`src/design/wsf_pkg.sv`:
```
`default_nettype none
package wsf_pkg;
   localparam int PIX_W   = 16;
   localparam int WGT_W   = 8;
   localparam int DIM_W   = 11;
   localparam int CHK_W   = 36;
   localparam int ACC_W   = 28;   // 9 * 255 * 65535 fits
   localparam int WSUM_W  = 12;   // 9 * 255 fits
   localparam int CNT_W   = 5;    // counts ACC_W divide steps
   localparam int SZC_W   = 14;   // compare width for clamping sizes
   localparam int IDX_W   = 3;

   localparam logic [IDX_W-1:0] REG_ROWS   = 3'd0;
   localparam logic [IDX_W-1:0] REG_COLS   = 3'd1;
   localparam logic [IDX_W-1:0] REG_CENTRE = 3'd2;
   localparam logic [IDX_W-1:0] REG_SIDE   = 3'd3;
   localparam logic [IDX_W-1:0] REG_CORNER = 3'd4;

   typedef enum logic [2:0] {
      ST_IDLE, ST_READ, ST_LAST, ST_DIV, ST_WAIT, ST_OUT, ST_FIX, ST_FIXW
   } state_type;

   typedef struct packed {
      logic busy;
      logic done;
   } div_stat_type;
endpackage
`default_nettype wire

```
`src/design/wsf_div.sv`:
```
`default_nettype none
module wsf_div (
   input  wire                               clock,
   input  wire                               reset,
   input  wire                               start,
   input  wire  [wsf_pkg::ACC_W-1:0]         dividend,
   input  wire  [wsf_pkg::WSUM_W-1:0]        divisor,
   output wsf_pkg::div_stat_type             stat,
   output logic [wsf_pkg::ACC_W-1:0]         quotient,
   output logic [wsf_pkg::WSUM_W-1:0]        remainder
);
   logic                         busy_ff, done_ff;
   logic [wsf_pkg::CNT_W-1:0]    cnt_ff;
   logic [wsf_pkg::ACC_W-1:0]    quo_ff;
   logic [wsf_pkg::WSUM_W-1:0]   rem_ff, dvs_ff;
   logic [wsf_pkg::WSUM_W:0]     trial;
   logic                         ge;

   // one quotient bit per cycle, restoring
   assign trial = {rem_ff, quo_ff[wsf_pkg::ACC_W-1]};
   assign ge    = trial >= {1'b0, dvs_ff};

   always_ff @(posedge clock) begin
      if (reset) begin
         busy_ff <= 1'b0;
         done_ff <= 1'b0;
         cnt_ff  <= '0;
      end else if (start) begin
         busy_ff <= 1'b1;
         done_ff <= 1'b0;
         cnt_ff  <= '0;
      end else if (busy_ff) begin
         cnt_ff <= cnt_ff + 1'b1;
         if (cnt_ff == wsf_pkg::CNT_W'(wsf_pkg::ACC_W - 1)) begin
            busy_ff <= 1'b0;
            done_ff <= 1'b1;
         end
      end else begin
         done_ff <= 1'b0;
      end
   end

   always_ff @(posedge clock) begin
      if (start) begin
         quo_ff <= dividend;
         rem_ff <= '0;
         dvs_ff <= divisor;
      end else if (busy_ff) begin
         rem_ff <= ge ? wsf_pkg::WSUM_W'(trial - {1'b0, dvs_ff})
                      : wsf_pkg::WSUM_W'(trial);
         quo_ff <= {quo_ff[wsf_pkg::ACC_W-2:0], ge};
      end
   end

   assign stat.busy = busy_ff;
   assign stat.done = done_ff;
   assign quotient  = quo_ff;
   assign remainder = rem_ff;

   a_done_after_busy: assert property (@(posedge clock) disable iff (reset)
      done_ff |-> $past(busy_ff)) else $error("divide done without run");
endmodule
`default_nettype wire
```
`config.mk`:
```
export PLATFORM = sky130hd
export DESIGN_NAME = wsf_div
export DESIGN_NICKNAME = d
export VERILOG_FILES = /design/src/design/wsf_pkg.sv /design/src/design/wsf_div.sv
export SDC_FILE = /design/constraint.sdc
export NUM_CORES = 1
export LEC_CHECK = 0
export ABC_AREA = 1
export BUFFER_PORTS_ARGS = -buffer_cell sky130_fd_sc_hd__buf_2
export CAP_MARGIN = 25
export CORE_ASPECT_RATIO = 1.25
export CORE_MARGIN = 1.5
export CORE_UTILIZATION = 52
export DETAILED_ROUTE_END_ITERATION = 16
export PLACE_DENSITY = 0.79
export SLEW_MARGIN = 25
export SYNTH_ARGS = -nofsm -noshare
export SYNTH_HDL_FRONTEND = slang
export SYNTH_SLANG_ARGS = --single-unit
```
`constraint.sdc`:
```
create_clock -name clock -period 4.6 [get_ports clock]
set_clock_uncertainty 0.1 [all_clocks]
set_input_delay 0.46 -clock clock [delete_from_list [all_inputs] [get_ports clock]]
set_output_delay 0.46 -clock clock [all_outputs]
set_load 0.01 [all_outputs]
```
==> results.json <==
{
  "synth_nets": 464,
  "clock_path_buffers": 2,
  "drc_errors": 0,
  "final.setup.tns_ps": 0,
  "rows": 32,
  "avgViaCountPerCell": 5.03,
  "cts_root_buffer": "clkbuf_8",
  "cp.required_ps": 4720,
  "synthesis.area_um2": 3260,
  "status": "finished clean",
  "syn_avg_cell_area_um2": 8.01,
  "dieWidth_um": 73.8,
  "p_sw_mw": 0.347,
  "drt-initial-drc-count": 161,
  "synthAdderAreaFrac": 0.0560,
  "syn_inst": 407,
  "grt_pass1_vias": 2918,
  "start_util": 0.532,
  "synth_top_area_frac": 0.369,
  "track_usage": 0.243,
  "leakage_nw": 2.02,
  "grt_start_max_net_pins": 46,
  "cts.sinks": 59,
  "ys_seq_area_frac": 0.485,
  "hold_viol": 0,
  "nets": 546,
  "rsz0062_at_grt": "no",
  "cts-htree-levels": 3,
  "whs_ps": 194,
  "cts_resized": 0,
  "gr-total-overflow": 0,
  "arrival_ps": 2500,
  "tightest_slew_ps": 942,
  "cts_setup_buffers": 0,
  "synth_flop_cell": "edfxtp_1",
  "setup_violations": 0,
  "dp_cells": 563,
  "cts_tree": "built",
  "coreArea_um2": 6130,
  "final_area_um2": 3920,
  "max_slew_margin": 0.370,
  "critPathKind": "reg -> reg",
  "dieArea_um2": 6750,
  "cp_max_fo": 14,
  "synth_mux_area_frac": 0,
  "die_h_um": 91.5,
  "synth_top_family_by_area": "simple AND/OR/NAND/NOR gates",
  "antenna_cells": 0,
  "yosys.area_share.simple": 0.327,
  "comb_power_share": 0.133,
  "pin_count": 85,
  "synth_area_leader_cell": "edfxtp_1",
  "dpl_cell_area_um2": 3720,
  "fin_ws_ps": 2220,
  "synth_edf_count": 40,
  "ant_nets": 0,
  "synth-compound-area-share": 0.0307,
  "numCtsBuffers": 9,
  "yosysWarnings": 0,
  "final_util": 0.640,
  "end_kind": "flip-flop",
  "ctsHoldBuffers": 0,
  "min_period_ps": 2380,
  "place_congestion": 0.960,
  "synth.area.top_cells": "edfxtp_1, nand2_1, dfxtp_1",
  "antenna_found_initial": 0,
  "seqPwrFrac": 0.495,
  "hold_class": "in -> reg",
  "start_kind": "flip-flop",
  "swShare": 0.272,
  "p_per_area_nw_per_um2": 326,
  "wl_per_cell_um": 12.8,
  "synthArstFlopShare": 0,
  "timing.fmax_mhz": 420,
  "synth_seq_cells": 59,
  "grt_pass1_wl_um": 12600,
  "slew_violations": 0,
  "port_buffers": 84,
  "fillerInstances": 537,
  "vias": 2915,
  "synth_commonest_cells": "nand2_1, inv_1, edfxtp_1, nand3_1, dfxtp_1",
  "hpwl_um": 5280,
  "clk_latency_ps": 340,
  "drt_wl_total_um": 7430,
  "syn2layout_area_growth_pct": 20.2,
  "pre_cts_slack_ps": 2010,
  "synth-xor-area-share": 0.0107,
  "power_mw": 1.28,
  "yosysMostFrequentCell": "nand2_1",
  "p_clk_frac": 0.372,
  "p_int_mw": 0.930,
  "detail_route.first_pass.iterations": 4,
  "clk_pin_slew_ps": 70,
  "drive_above_1_share": 0.243,
  "fin_cells": 579,
  "cap_violations": 0,
  "synth.distinct_cells": 32,
  "peakVddDrop_v": 0.000249,
  "finalCritPeriodShare": 0.518
}
-- per-layer routing --
metal | GRT usage | routed length [µm] | part of all wire | vias to the layer above
met3 | 0.0666 | 444 | 0.060 | 13
met1 | 0.288 | 3150 | 0.42 | 1331
met2 | 0.404 | 3700 | 0.50 | 102
met4 | 0.105 | 139 | 0.019 | 0
met5 | 0 | 0 | 0 | -
li1 | - | - | - | 1469
-- critical path: stages, from the launching register on --
cell and delay [ps]:
edfxtp_1 340, inv_1 50, ha_1 360, nand2_1 110
nor2_1 160, nand3_1 440, nand3_4 410, o21ai_0 140
nand3_1 80, nand2_1 70
-- worst paths after layout --
check | start | depth (start not counted) | slack, ps | to
min reg2reg | cnt_ff[4] | 2 | 370 | cnt_ff[4]
min | divisor[7] | 1 | 190 | dvs_ff[7]
max | dvs_ff[7] | 9 | 2220 | remainder[6]
max reg2reg | dvs_ff[7] | 9 | 2220 | remainder[6]
-- cell type report --
class / count / area, µm² / area share
Sequential cell: 59 / 1580 / 0.404
Inverter: 58 / 218 / 0.0556
Tap cell: 85 / 106 / 0.0271
Multi-Input combinational cell: 276 / 1380 / 0.353
Timing Repair Buffer: 85 / 428 / 0.109
Clock inverter: 7 / 77.6 / 0.0198
Clock buffer: 9 / 124 / 0.0316
-- cells by family (layout without fill, tap and decap cells) --
| kind of cell | Yosys count | count (layout) |
|---|---|---|
| simple gates | 242 | 242 |
| buf+inv | 72 | 159 |
| flops | 59 | 59 |
| compound gates | 16 | 16 |
| fa+ha+maj | 14 | 14 |
| xor+xnor | 4 | 4 |
-- power by group through the flow --
stage          Clock (mW)  Sequential, mW  Combinational, mW
2_1_floorplan           0           0.652             0.0908
3_3_place_gp            0           0.642              0.164
3_5_place_dp            0           0.641              0.169
4_1_cts             0.483           0.631              0.170
5_1_grt             0.504           0.636              0.192
6_report            0.476           0.632              0.169
-- placed cells by master, fill, tap and decap left out, types with 2 or more instances in the layout --
cell and instances:
clkinv_4 3, ha_1 13, xnor2_1 3, nand3_1 24, nor3_2 2, nand4_1 16
clkbuf_8 9, nor2_1 17, nor2_2 2, inv_2 4, dfxtp_1 19, o21ai_0 5
a21oi_1 6, buf_2 84, nand3_2 5, nand2_1 168, edfxtp_1 40, nand2_2 3
inv_1 53
-- state kept, by name, indices dropped and copies added, names as in the netlist --
name / cells
busy_ff: 1
cnt_ff: 5
done_ff: 1
dvs_ff: 12
quotient: 28
remainder: 12
No activity file was read; power rests on OpenSTA's default activity.
